## config.mk

```make
export PLATFORM = sky130hd
export DESIGN_NAME = char_lcd_4bit_writer_core
export DESIGN_NICKNAME = d
export VERILOG_FILES = /design/src/rtl/clcd_pkg.sv /design/src/rtl/clcd_front.sv /design/src/rtl/clcd_fifo.sv /design/src/rtl/clcd_back.sv /design/src/rtl/char_lcd_4bit_writer_core.sv
export SDC_FILE = /design/constraint.sdc
export NUM_CORES = 1
export LEC_CHECK = 0
export BUFFER_PORTS_ARGS = -buffer_cell sky130_fd_sc_hd__buf_2
export CELL_PAD_IN_SITES_DETAIL_PLACEMENT = 1
export CELL_PAD_IN_SITES_GLOBAL_PLACEMENT = 1
export CORE_MARGIN = 5
export CORE_UTILIZATION = 48
export DETAILED_ROUTE_END_ITERATION = 10
export PLACE_DENSITY = 0.9
export SLEW_MARGIN = 30
export SYNTH_ARGS = -nofsm -noshare
export SYNTH_HDL_FRONTEND = slang
export SYNTH_SLANG_ARGS = --single-unit
```

## constraint.sdc

```tcl
create_clock -name clk_i -period 4.9 [get_ports clk_i]
set_clock_uncertainty 0.2 [all_clocks]
set_input_delay 0.98 -clock clk_i [delete_from_list [all_inputs] [get_ports clk_i]]
set_output_delay 0.98 -clock clk_i [all_outputs]
set_load 0.01 [all_outputs]
```

## src/rtl/clcd_pkg.sv

```systemverilog
package clcd_pkg;

  // request kinds carried in the input tuser
  typedef enum logic [2:0] {
    KIND_CMD   = 3'd0,
    KIND_DATA  = 3'd1,
    KIND_POS   = 3'd2,
    KIND_INIT  = 3'd3,
    KIND_CLEAR = 3'd4
  } kind_e;

  // configuration register indexes
  localparam logic [2:0] CFG_HIGH_WAIT  = 3'd0;
  localparam logic [2:0] CFG_LOW_WAIT   = 3'd1;
  localparam logic [2:0] CFG_POWER_WAIT = 3'd2;
  localparam logic [2:0] CFG_CLEAR_WAIT = 3'd3;

  localparam logic [15:0] HIGH_WAIT_RST  = 16'd1000;
  localparam logic [15:0] LOW_WAIT_RST   = 16'd3000;
  localparam logic [15:0] POWER_WAIT_RST = 16'd40000;
  localparam logic [15:0] CLEAR_WAIT_RST = 16'd3000;

  localparam logic [7:0] CMD_CLEAR    = 8'h01;
  localparam logic [7:0] ADDR_COL_MSK = 8'h0F;
  localparam logic [2:0] INIT_LAST    = 3'd4;

  localparam int unsigned FIFO_DEPTH = 4;
  localparam int unsigned FIFO_AW    = $clog2(FIFO_DEPTH);

  // one byte to be sent as two nibble transfers
  typedef struct packed {
    logic       rs;
    logic [7:0] value;
    logic       pre_wait;   // carry the power-on wait on the high nibble
    logic       extra_wait; // add the clear wait after the low nibble
    logic       last;
  } op_t;

  typedef struct packed {
    logic [15:0] high_wait;
    logic [15:0] low_wait;
    logic [15:0] power_wait;
    logic [15:0] clear_wait;
  } cfg_t;

  typedef struct packed {
    logic        rs;
    logic [3:0]  nibble;
    logic [15:0] pre_wait;
    logic [15:0] wait_after;
    logic        last;
  } xfer_t;

  function automatic logic [7:0] init_byte(input logic [2:0] step);
    logic [7:0] b;
    case (step)
      3'd0:    b = 8'h02;
      3'd1:    b = 8'h28;
      3'd2:    b = 8'h01;
      3'd3:    b = 8'h0C;
      3'd4:    b = 8'h06;
      default: b = 8'h00;
    endcase
    return b;
  endfunction

  function automatic logic [7:0] row_base(input logic [2:0] row);
    logic [7:0] b;
    case (row)
      3'd1:    b = 8'h80;
      3'd2:    b = 8'hC0;
      3'd3:    b = 8'h94;
      3'd4:    b = 8'hD4;
      default: b = 8'h00;
    endcase
    return b;
  endfunction

endpackage

```

## src/rtl/clcd_front.sv

```systemverilog
module clcd_front
  import clcd_pkg::*;
(
  input  logic       clk_i,
  input  logic       rst_ni,
  input  logic       req_valid_i,
  output logic       req_ready_o,
  input  logic [2:0] req_kind_i,
  input  logic [7:0] req_byte_i,
  input  logic [2:0] req_row_i,
  input  logic [7:0] req_column_i,
  output logic       push_o,
  output op_t        push_op_o,
  input  logic       full_i
);

  logic       pend_q, pend_d;
  kind_e      kind_q, kind_d;
  logic [7:0] byte_q, byte_d;
  logic [7:0] addr_q, addr_d;
  logic [2:0] step_q, step_d;
  logic       accept;
  logic       kind_ok;
  logic       row_ok;
  op_t        op;

  always_comb begin
    op = '0;
    case (kind_q)
      KIND_CMD: begin
        op.value = byte_q;
        op.last  = 1'b1;
      end
      KIND_DATA: begin
        op.rs    = 1'b1;
        op.value = byte_q;
        op.last  = 1'b1;
      end
      KIND_POS: begin
        if (step_q == 3'd0) begin
          op.value = addr_q;
        end else begin
          op.rs    = 1'b1;
          op.value = byte_q;
          op.last  = 1'b1;
        end
      end
      KIND_INIT: begin
        op.value    = init_byte(step_q);
        op.pre_wait = (step_q == 3'd0);
        op.last     = (step_q == INIT_LAST);
      end
      KIND_CLEAR: begin
        op.value      = CMD_CLEAR;
        op.extra_wait = 1'b1;
        op.last       = 1'b1;
      end
      default: op = '0;
    endcase
  end

  assign push_o      = pend_q && !full_i;
  assign push_op_o   = op;
  assign req_ready_o = !pend_q || (push_o && op.last);
  assign accept      = req_valid_i && req_ready_o;
  assign kind_ok     = (req_kind_i <= KIND_CLEAR);
  assign row_ok      = (req_row_i >= 3'd1) && (req_row_i <= 3'd4);

  always_comb begin
    pend_d = pend_q;
    kind_d = kind_q;
    byte_d = byte_q;
    addr_d = addr_q;
    step_d = step_q;
    if (accept) begin
      // unused kinds are taken and dropped
      pend_d = kind_ok;
      kind_d = kind_e'(req_kind_i);
      byte_d = req_byte_i;
      addr_d = row_base(req_row_i) | (req_column_i & ADDR_COL_MSK);
      step_d = (kind_e'(req_kind_i) == KIND_POS && !row_ok) ? 3'd1 : 3'd0;
    end else if (push_o) begin
      if (op.last) begin
        pend_d = 1'b0;
      end else begin
        step_d = step_q + 3'd1;
      end
    end
  end

  always_ff @(posedge clk_i or negedge rst_ni) begin
    if (!rst_ni) begin
      pend_q <= 1'b0;
      kind_q <= KIND_CMD;
      step_q <= 3'd0;
    end else begin
      pend_q <= pend_d;
      kind_q <= kind_d;
      step_q <= step_d;
    end
  end

  always_ff @(posedge clk_i) begin
    byte_q <= byte_d;
    addr_q <= addr_d;
  end

endmodule

```

## src/rtl/clcd_fifo.sv

```systemverilog
module clcd_fifo
  import clcd_pkg::*;
(
  input  logic clk_i,
  input  logic rst_ni,
  input  logic push_i,
  input  op_t  push_op_i,
  output logic full_o,
  input  logic pop_i,
  output op_t  head_op_o,
  output logic empty_o
);

  op_t              mem_q [FIFO_DEPTH];
  logic [FIFO_AW-1:0] wr_ptr_q, rd_ptr_q;
  logic [FIFO_AW:0]   count_q;

  assign full_o    = (count_q == (FIFO_AW+1)'(FIFO_DEPTH));
  assign empty_o   = (count_q == '0);
  assign head_op_o = mem_q[rd_ptr_q];

  always_ff @(posedge clk_i) begin
    if (push_i) begin
      mem_q[wr_ptr_q] <= push_op_i;
    end
  end

  always_ff @(posedge clk_i or negedge rst_ni) begin
    if (!rst_ni) begin
      wr_ptr_q <= '0;
      rd_ptr_q <= '0;
      count_q  <= '0;
    end else begin
      if (push_i) begin
        wr_ptr_q <= wr_ptr_q + 1'b1;
      end
      if (pop_i) begin
        rd_ptr_q <= rd_ptr_q + 1'b1;
      end
      case ({push_i, pop_i})
        2'b10:   count_q <= count_q + 1'b1;
        2'b01:   count_q <= count_q - 1'b1;
        default: count_q <= count_q;
      endcase
    end
  end

endmodule

```

## src/rtl/clcd_back.sv

```systemverilog
module clcd_back
  import clcd_pkg::*;
(
  input  logic  clk_i,
  input  logic  rst_ni,
  input  cfg_t  cfg_i,
  input  op_t   head_op_i,
  input  logic  empty_i,
  output logic  pop_o,
  output logic  out_valid_o,
  input  logic  out_ready_i,
  output xfer_t out_o
);

  logic        valid_q, valid_d;
  logic        phase_q, phase_d;
  xfer_t       out_q, out_d;
  logic        load;
  logic [16:0] low_sum;
  logic [15:0] low_wait;

  // saturate the low-nibble wait at the top of the 16-bit range
  assign low_sum  = {1'b0, cfg_i.low_wait} +
                    {1'b0, (head_op_i.extra_wait ? cfg_i.clear_wait : 16'd0)};
  assign low_wait = low_sum[16] ? 16'hFFFF : low_sum[15:0];

  assign load  = !valid_q || out_ready_i;
  assign pop_o = load && !empty_i && phase_q;

  always_comb begin
    valid_d = valid_q;
    phase_d = phase_q;
    out_d   = out_q;
    if (load) begin
      valid_d = !empty_i;
      if (!empty_i) begin
        phase_d      = !phase_q;
        out_d.rs     = head_op_i.rs;
        if (!phase_q) begin
          out_d.nibble     = head_op_i.value[7:4];
          out_d.pre_wait   = head_op_i.pre_wait ? cfg_i.power_wait : 16'd0;
          out_d.wait_after = cfg_i.high_wait;
          out_d.last       = 1'b0;
        end else begin
          out_d.nibble     = head_op_i.value[3:0];
          out_d.pre_wait   = 16'd0;
          out_d.wait_after = low_wait;
          out_d.last       = head_op_i.last;
        end
      end
    end
  end

  always_ff @(posedge clk_i or negedge rst_ni) begin
    if (!rst_ni) begin
      valid_q <= 1'b0;
      phase_q <= 1'b0;
    end else begin
      valid_q <= valid_d;
      phase_q <= phase_d;
    end
  end

  always_ff @(posedge clk_i) begin
    out_q <= out_d;
  end

  assign out_valid_o = valid_q;
  assign out_o       = out_q;

endmodule

```

## src/rtl/char_lcd_4bit_writer_core.sv

```systemverilog
// Character LCD 4-bit writer.
// The slave stream takes one request per transfer: tuser holds the kind,
// tdata the byte, row and column. Each request becomes two to ten nibble
// transfers on the master stream, one per enable pulse, with the register
// select in tuser and tlast on the final transfer of the request.
// Kinds five to seven are taken and dropped.
// A front stage expands the request into bytes and writes them to a
// four-entry queue; the back stage splits each byte into its high and low
// nibble and adds the waits from the configuration registers.
// A request passes the front registers, the queue and the output register
// before its first transfer shows. Throughput: one nibble transfer per cycle
// while the receiver is ready, set by the output register.
// Multi-byte requests hold the slave side until their last byte is queued.
// Configuration writes are always taken; index four and up are ignored.
// Reset clears the queue and output and loads the default waits.
// When the receiver stalls, the output holds and the queue fills; the
// slave side then stalls once the queue is full.
module char_lcd_4bit_writer_core
  import clcd_pkg::*;
(
  input  logic        clk_i,
  input  logic        rst_ni,
  input  logic        s_axis_tvalid,
  output logic        s_axis_tready,
  input  logic [23:0] s_axis_tdata,  // byte_value[7:0], row[10:8], column[18:11]
  input  logic [2:0]  s_axis_tuser,  // kind[2:0]
  output logic        m_axis_tvalid,
  input  logic        m_axis_tready,
  output logic [39:0] m_axis_tdata,  // nibble[3:0], pre_wait_us[19:4],
                                     // wait_after_us[35:20]
  output logic        m_axis_tuser,  // rs[0]
  output logic        m_axis_tlast,
  input  logic        cfg_valid_i,
  output logic        cfg_ready_o,
  input  logic [2:0]  cfg_index_i,
  input  logic [15:0] cfg_data_i
);

  cfg_t  cfg_q;
  logic  push;
  op_t   push_op;
  logic  full;
  logic  pop;
  op_t   head_op;
  logic  empty;
  xfer_t xfer;

  assign cfg_ready_o = 1'b1;

  always_ff @(posedge clk_i or negedge rst_ni) begin
    if (!rst_ni) begin
      cfg_q.high_wait  <= HIGH_WAIT_RST;
      cfg_q.low_wait   <= LOW_WAIT_RST;
      cfg_q.power_wait <= POWER_WAIT_RST;
      cfg_q.clear_wait <= CLEAR_WAIT_RST;
    end else if (cfg_valid_i) begin
      case (cfg_index_i)
        CFG_HIGH_WAIT:  cfg_q.high_wait  <= cfg_data_i;
        CFG_LOW_WAIT:   cfg_q.low_wait   <= cfg_data_i;
        CFG_POWER_WAIT: cfg_q.power_wait <= cfg_data_i;
        CFG_CLEAR_WAIT: cfg_q.clear_wait <= cfg_data_i;
        default:        cfg_q            <= cfg_q;
      endcase
    end
  end

  clcd_front u_front (
    .clk_i        (clk_i),
    .rst_ni       (rst_ni),
    .req_valid_i  (s_axis_tvalid),
    .req_ready_o  (s_axis_tready),
    .req_kind_i   (s_axis_tuser),
    .req_byte_i   (s_axis_tdata[7:0]),
    .req_row_i    (s_axis_tdata[10:8]),
    .req_column_i (s_axis_tdata[18:11]),
    .push_o       (push),
    .push_op_o    (push_op),
    .full_i       (full)
  );

  clcd_fifo u_fifo (
    .clk_i     (clk_i),
    .rst_ni    (rst_ni),
    .push_i    (push),
    .push_op_i (push_op),
    .full_o    (full),
    .pop_i     (pop),
    .head_op_o (head_op),
    .empty_o   (empty)
  );

  clcd_back u_back (
    .clk_i       (clk_i),
    .rst_ni      (rst_ni),
    .cfg_i       (cfg_q),
    .head_op_i   (head_op),
    .empty_i     (empty),
    .pop_o       (pop),
    .out_valid_o (m_axis_tvalid),
    .out_ready_i (m_axis_tready),
    .out_o       (xfer)
  );

  assign m_axis_tdata = {4'b0000, xfer.wait_after, xfer.pre_wait, xfer.nibble};
  assign m_axis_tuser = xfer.rs;
  assign m_axis_tlast = xfer.last;

`ifndef ASSERT_OFF
  a_no_overflow: assert property (@(posedge clk_i) disable iff (!rst_ni)
    !(push && full))
    else $error("queue written while full");

  a_no_underflow: assert property (@(posedge clk_i) disable iff (!rst_ni)
    !(pop && empty))
    else $error("queue read while empty");

  a_data_no_pre_wait: assert property (@(posedge clk_i) disable iff (!rst_ni)
    (m_axis_tvalid && m_axis_tuser) |-> (m_axis_tdata[19:4] == 16'd0))
    else $error("data transfer carries a pre-wait");

  a_last_is_low: assert property (@(posedge clk_i) disable iff (!rst_ni)
    (pop && head_op.last) |=> (m_axis_tvalid && m_axis_tlast))
    else $error("final byte popped without a final transfer");
`endif

endmodule

```

==> results.md, run 1 <==
- Sequential power share: 41.1%
- Placed inst area: 8875 um^2
- Syn Std Cell Area: 8198 um^2
- Number of DRC markers in iteration 0: 228
- CP Launch Type: flop
- Root Driver: clkbuf_16
- DRC viols: 0
- Worst Hold End: cfg_q[23]$_DFFE_PN0P_
- YS warnings: 0
- Hold bufs inserted after CTS: 0
- Fin. Hold Viols: 0
- Clk slew on worst S/H paths: 0.07 ns
- Top cells by count, synth: 101 x edfxtp_1, 71 x mux2_2, 55 x dfrtp_1
- Core ar.: 16640 um^2
- Non-filler cells in the finished layout: 897
- Final Cycle Share: 82.78%
- Mean routed wirelength per cell: 20.95 um
- Count of filler cells inserted in the layout: 1616
- Clock tree from TritonCTS: done
- Critical Path End Type: flop
- Most frequent cell after synthesis: edfxtp_1
- Hold path start: cfg_q[23]$_DFFE_PN0P_
- Row cnt: 47
- Fraction of layout cells with a size suffix above 1: 37.08%
- Final GP Congestion: 0.8590
- Int Pwr: 4.001 mW
- DP HPWL: 13300 um
- Remaining antenna violation count: 0
- Cell depth of the worst hold path: 1
- Post-route cell area: 9437 um^2
- NetSw: 2.189 mW
- Worst Path Required: 4.86 ns
- Area taken by multi-input logic gates: 2972 um^2
- RSZ-0062 raised after global routing: no
- Die height: 140.7 um
- Crit path arrival time: 4.02 ns
- Pwr Total: 6.191 mW
- Cell taking the most area after synthesis: edfxtp_1
- Leak pwr: 3.808 nW
- DRT Pass-1 Iters: 4
- Setup WS post-layout: 0.8436 ns
- Hold crit path type: flop to flop
- Number of flops mapped to enable cells by yosys: 101
- Reg-to-reg startpoint: u_fifo.rd_ptr_q[0]$_DFFE_PN0P_
- WL final: 18790 um
- CTS resizes: 0
- Comb pwr share: 37.8%
- Post-route setup TNS: 0 ns
- Reg-to-Reg End: u_back.out_o[14]$_DFFE_PP_
- Maximum vdd drop: 386.2 uV
- Leading register cell type out of synthesis: edfxtp_1
- Final setup fails: 0
- Die Footprint: 19790 um^2
- Postcts setup bufs: 0
- Switching share of power: 35.36%
- Port bufs: 81
- Top-area cell type share of the netlist area: 37.00%
- Cell area power density: 656.0 nW/um^2
- CTS Buf Count: 17
- Global-route wire length before repair: 30580 um
- Die Wd: 140.7 um
- Total number of H-tree levels: 4
- Clock power frac: 21.1%
- Clock sink count: 181
- Layout area overhead: 15.11%
- Number of global-route vias before repair: 5736
- MaxCap Viol Count: 0
- Syn avg cell area: 14.23 um^2
- Storage element area: 5066 um^2
- Routed via count: 4961
- Mapped Cells: 576
- #FFs+latches synth: 181
- Yosys cell types: 64
- Slew @ Worst Pin: 0.8550 ns
- Final max-slew violation count: 0
- Sequential area share after synthesis: 61.80%
- Synth area leaders: edfxtp_1 37%, dfrtp_1 17%, mux2_2 9.8%
- Status: finished clean
- Total GRT Usage: 19.72%
- Fin crit period: 4.056 ns
- Clk_lat worst skew: 0.43 ns
- Worst Reg-to-Reg Cells: 10
- Worst rel slew slack: 43.00%
- Ant diodes: 0
- Initial antenna violation count: 0
- Maximum clock insertion buffer count: 2
- Post-layout nets: 742
- Number of top-level pins: 96
- Fmax: 0.2465 GHz
- FFs w/ async S/R, synth: 44.20%
- WS Path Type: flop to flop
- Congestion Overflow GR: 0
- Placed Cells: 865
- Worst-path maximum fanout: 16
- Initial Utilization: 49.26%
- Setup WS pre-CTS: 0.9338 ns
- Vias per cell: 5.531
- R2R setup slack: 0.84 ns
- Largest net degree at the start of global routing: 81
==> metal layers <==
| metal | global-route usage, % | vias to the layer above | wire length [um] |
|---|---|---|---|
| met5 | 0 | - | 0 |
| met4 | 6.170 | 0 | 351 |
| met3 | 4.843 | 34 | 813 |
| met2 | 36.69 | 127 | 10250 |
| met1 | 22.20 | 2538 | 7369 |
| li1 | - | 2262 | - |
==> area by class of cell <==
type / instances / share of cell area (%)
tap: 220 / 2.917
inverter: 22 / 0.8751
timing repair buffer: 90 / 5.078
multi-input combinational: 352 / 31.49
clock inverter: 11 / 1.074
sequential: 181 / 53.69
clock buffer: 21 / 4.879
==> cells by family after synthesis <==
family,share of synthesized area (%)
AND/OR/NAND/NOR,8.639
AO/OA/AOI/OAI,7.158
buffers and inverters,2.595
multiplexers,13.17
adder cells (fa/ha/maj),4.304
flip-flops,61.80
XOR/XNOR,2.244
other,0.09161
==> power groups by stage <==
stage | logic, mW | clock network, mW | registers (mW)
6_report | 2.34 | 1.31 | 2.54
5_1_grt | 2.56 | 1.40 | 2.60
4_1_cts | 2.37 | 1.32 | 2.55
3_5_place_dp | 2.32 | 0 | 2.58
3_3_place_gp | 2.14 | 0 | 2.52
2_1_floorplan | 1.56 | 0 | 2.57
==> through the flow <==
step | hold slack (ns) | util (%)
after floorplan | 0.2686 | -
after global placement | 0.2794 | 53.26
after detailed placement | 0.2884 | 53.33
after CTS | 0.3030 | 56.70
after global routing | 0.3197 | 56.70
final | 0.3013 | 56.70
==> worst max path at each step <==
| stage | from | end | slack [ns] | depth (start not counted) |
|---|---|---|---|---|
| after floorplan | m_axis_tready | u_fifo.count_q[2]$_DFFE_PN0P_ | 0.30 | 9 |
| after global placement | u_fifo.rd_ptr_q[0]$_DFFE_PN0P_ | u_back.out_o[11]$_DFFE_PP_ | 1.04 | 10 |
| after detailed placement | u_fifo.rd_ptr_q[0]$_DFFE_PN0P_ | u_back.out_o[14]$_DFFE_PP_ | 0.93 | 10 |
| after CTS | u_fifo.rd_ptr_q[0]$_DFFE_PN0P_ | u_back.out_o[14]$_DFFE_PP_ | 0.87 | 10 |
| after global routing | u_fifo.rd_ptr_q[0]$_DFFE_PN0P_ | u_back.out_o[14]$_DFFE_PP_ | 0.62 | 10 |
| final | u_fifo.rd_ptr_q[0]$_DFFE_PN0P_ | u_back.out_o[14]$_DFFE_PP_ | 0.84 | 10 |
==> cell usage in the layout (no fill, tap or decap), types with 17 or more instances in the layout <==
master       n
mux2_2      71
ha_1        25
dfstp_2     25
nand2_1     21
dfrtp_1     55
clkbuf_16   17
edfxtp_1   101
and2_1      36
inv_1       22
nor2_1      41
buf_2       80
a21oi_1     31
==> flip-flops by register name (all words and copies together) (netlist names), 2 cells and up <==
name / count
u_back.out_o: 38
u_front.kind_q: 3
u_fifo.wr_ptr_q: 2
u_fifo.mem_q: 48
u_fifo.count_q: 3
cfg_q: 64
u_front.addr_q: 7
u_front.step_q: 3
u_fifo.rd_ptr_q: 2
u_front.byte_q: 8
==> critical path, cell delays in order, from the launching register on <==
cell      delay [ns]
dfrtp_1         0.36
mux4_2          0.69
and2_1          0.25
ha_1            0.23
fa_1            0.43
a21oi_1         0.35
o211ai_1        0.18
a221oi_2        0.46
a22oi_4         0.19
nor2b_2         0.32
a21oi_1         0.14
Note: power is estimated with default switching activity, not from simulation.
==> run 2, diff against run 1 <==
--- a/config.mk
+++ b/config.mk
@@ -9,9 +9,9 @@
 export CELL_PAD_IN_SITES_DETAIL_PLACEMENT = 1
 export CELL_PAD_IN_SITES_GLOBAL_PLACEMENT = 1
 export CORE_MARGIN = 5
-export CORE_UTILIZATION = 48
+export CORE_UTILIZATION = 44
 export DETAILED_ROUTE_END_ITERATION = 10
-export PLACE_DENSITY = 0.9
+export PLACE_DENSITY = 0.87
 export SLEW_MARGIN = 30
 export SYNTH_ARGS = -nofsm -noshare
 export SYNTH_HDL_FRONTEND = slang
==> constraint.sdc (replaced) <==
create_clock -name clk_i -period 3.56 [get_ports clk_i]
set_clock_uncertainty 0.2 [all_clocks]
set_input_delay 0.712 -clock clk_i [delete_from_list [all_inputs] [get_ports clk_i]]
set_output_delay 0.712 -clock clk_i [all_outputs]
set_load 0.01 [all_outputs]
==> run 2 against run 1 <==
Net effect: largest power group is now combinational logic; sequential power up 38%; cell count is 2.9% higher; combinational power grew 55%.
==> results.md, run 2 (synthesis gave the netlist of run 1 again) <==
- Status: finished clean (unchanged)
- DRC viols: 0 (unchanged)
- Cell area power density: 929.7 nW/um^2 (was 656.0 nW/um^2)
- Critical Path End Type: flop (unchanged)
- Clk_lat worst skew: 0.44 ns (was 0.43 ns)
- Die Footprint: 21460 um^2 (was 19790 um^2)
- Most frequent cell on the critical path: a21oi_2 (was a21oi_1)
- Maximum vdd drop: 496.0 uV (was 386.2 uV)
- Peak per-stage delay on the critical path: 0.64 ns (was 0.69 ns)
- RSZ-0062 raised after global routing: yes (was no)
- Die Wd: 146.5 um (was 140.7 um)
- Largest net degree at the start of global routing: 81 (unchanged)
- Clock tree from TritonCTS: done (unchanged)
- Routed via count: 5077 (was 4961)
- Initial antenna violation count: 0 (unchanged)
- Fin crit period: 3.516 ns (was 4.056 ns)
- Worst-path maximum fanout: 3 (was 16)
- Vias per cell: 5.501 (was 5.531)
- Reg-to-reg startpoint: u_fifo.rd_ptr_q[0]$_DFFE_PN0P_ (unchanged)
- Number of global-route vias before repair: 5763 (was 5736)
- DP HPWL: 13150 um (was 13300 um)
- Total number of H-tree levels: 4 (unchanged)
- Count of filler cells inserted in the layout: 1846 (was 1616)
- CP Launch Type: flop (unchanged)
- Final setup fails: 0 (unchanged)
- CP top delay family: compound AO/OA/AOI/OAI gates (unchanged)
- Fin. Hold Viols: 0 (unchanged)
- Clk slew on worst S/H paths: 0.07 ns (about the same)
- Fmax: 0.2844 GHz (was 0.2465 GHz)
- Crit path arrival time: 3.51 ns (was 4.02 ns)
- Final GP Congestion: 0.9572 (was 0.8590)
- Global-route wire length before repair: 31440 um (was 30580 um)
- Largest register FFs: 64 (unchanged)
- Storage element area: 5066 um^2 (unchanged)
- Number of top-level pins: 96 (unchanged)
- Most frequent cells in the layout: 101 x edfxtp_1, 80 x buf_2, 71 x mux2_2 (unchanged)
- CP startpoint: u_fifo.rd_ptr_q[0]$_DFFE_PN0P_ (unchanged)
- Final Cycle Share: 98.77% (was 82.78%)
- Leak pwr: 3.908 nW (was 3.808 nW)
- Final core utilization: 52.41% (was 56.70%)
- Top reg by flops: cfg_q (unchanged)
- Number of DRC markers in iteration 0: 277 (was 228)
- Layout area overhead: 18.39% (was 15.11%)
- Area taken by multi-input logic gates: 3065 um^2 (was 2972 um^2)
- Port bufs: 81 (unchanged)
- Crit-path slowest cell: mux4_2 (unchanged)
- Row cnt: 50 (was 47)
- Congestion Overflow GR: 0 (unchanged)
- Slew @ Worst Pin: 0.7969 ns (was 0.8550 ns)
- Hold crit path type: input pin to async pin (was flop to flop)
- Maximum clock insertion buffer count: 2 (unchanged)
- CP Cell Sequence: mux4_2, and2_4, ha_4, fa_2, a21oi_2, o211ai_1, a221oi_2, buf_4, a21oi_2, xnor2_1, a21oi_1 (was mux4_2, and2_1, ha_1, fa_1, a21oi_1, o211ai_1, a221oi_2, a22oi_4, nor2b_2, a21oi_1)
- Root Driver: clkbuf_16 (unchanged)
- Fraction of layout cells with a size suffix above 1: 40.78% (was 37.08%)
- Ant diodes: 0 (unchanged)
- Core ar.: 18520 um^2 (was 16640 um^2)
- DRT Pass-1 Iters: 6 (was 4)
- Die height: 146.5 um (was 140.7 um)
- Post-layout nets: 754 (was 742)
- WS Path Type: flop to flop (unchanged)
- Mean routed wirelength per cell: 21.69 um (was 20.95 um)
- Clock sink count: 181 (unchanged)
- MaxCap Viol Count: 0 (unchanged)
- Commonest non-fill, non-tap cell in the layout: edfxtp_1 (unchanged)
- Buf+Inv Stages, Crit Path: 1 (was 0)
- WL final: 20020 um (was 18790 um)
- Setup WS post-layout: 0.04368 ns (was 0.8436 ns)
- Worst rel slew slack: 46.87% (was 43.00%)
- Remaining antenna violation count: 0 (unchanged)
- Final max-slew violation count: 0 (unchanged)
- Placed inst area: 8944 um^2 (was 8875 um^2)
- Worst Path Required: 3.55 ns (was 4.86 ns)
- Total GRT Usage: 18.75% (was 19.72%)
- CTS Buf Count: 17 (unchanged)
- Post-route cell area: 9706 um^2 (was 9437 um^2)
- Setup WS pre-CTS: 0.04605 ns (was 0.9338 ns)
- Initial Utilization: 44.27% (was 49.26%)
[run 2: changes by cell type in the layout (fill, tap and decap cells not counted), moves of 4 or more]
cell,before,now
nor2_4,0,4
nor2_2,0,4
clkbuf_1,2,6
a21oi_1,31,24
nor2_1,41,33
a21oi_2,2,9
buf_4,9,17
[run 2: power by group]
| group | leakage [nW] | internal (mW) | switching [mW] |
|---|---|---|---|
| Sequential | 1.89 | 3.19 | 0.313 |
| Combinational | 1.73 | 1.52 | 2.11 |
| Clock | 0.284 | 1.12 | 0.776 |
| Total | 3.91 | 5.83 | 3.19 |
[run 2: timing repair]
action | 4_1_cts | 5_1_grt
pin swaps | 1 | 10
buffers inserted | 0 | 4
resized for setup | 1 | 30
hold buffers | 0 | 0
cloned | 0 | 2
endpoints found under the setup margin | 2 | 13
[run 2: layout make-up]
cell class                 count  area share [%]
sequential                   181           52.20
multi-input combinational    352           31.58
timing repair buffer         102           6.252
clock buffer                  26           5.157
tap                          234           3.017
clock inverter                 6          0.9411
inverter                      22          0.8508
[run 2: path summary, 6_finish.rpt]
| path | endpoint | slack (ns) | cells past startpoint |
|---|---|---|---|
| worst max-delay path | u_back.out_o[15]$_DFFE_PP_ | 0.04 | 11 |
| worst min-delay path | u_front.step_q[2]$_DFFE_PN0P_ | 0.08 | 1 |
| worst max register to register | u_back.out_o[15]$_DFFE_PP_ | 0.04 | 11 |
| worst min register to register | cfg_q[14]$_DFFE_PN0P_ | 0.30 | 1 |
| max in group asynchronous | u_front.kind_q[1]$_DFFE_PN0P_ | 2.49 | 1 |
| min in group clk_i | u_front.addr_q[1]$_DFFE_PP_ | 0.25 | 1 |
[run 2: through the flow]
step / TNS (ns) / instances / hold slack, ns / power [mW]
floorplan: 0 / 579 / 0.2164 / 5.698
global placement: 0 / 885 / 0.2800 / 6.497
detailed placement: 0 / 885 / 0.2868 / 6.797
CTS: 0 / 917 / 0.1559 / 8.796
global route: -0.8280 / 923 / 0.1709 / 9.526
finish: 0 / 923 / 0.07672 / 9.024
[run 2: per-layer routing]
layer	track usage, %	routed length, um
met5	0	0
met4	5.597	302
met3	4.593	782
met2	34.57	11080
met1	21.52	7854
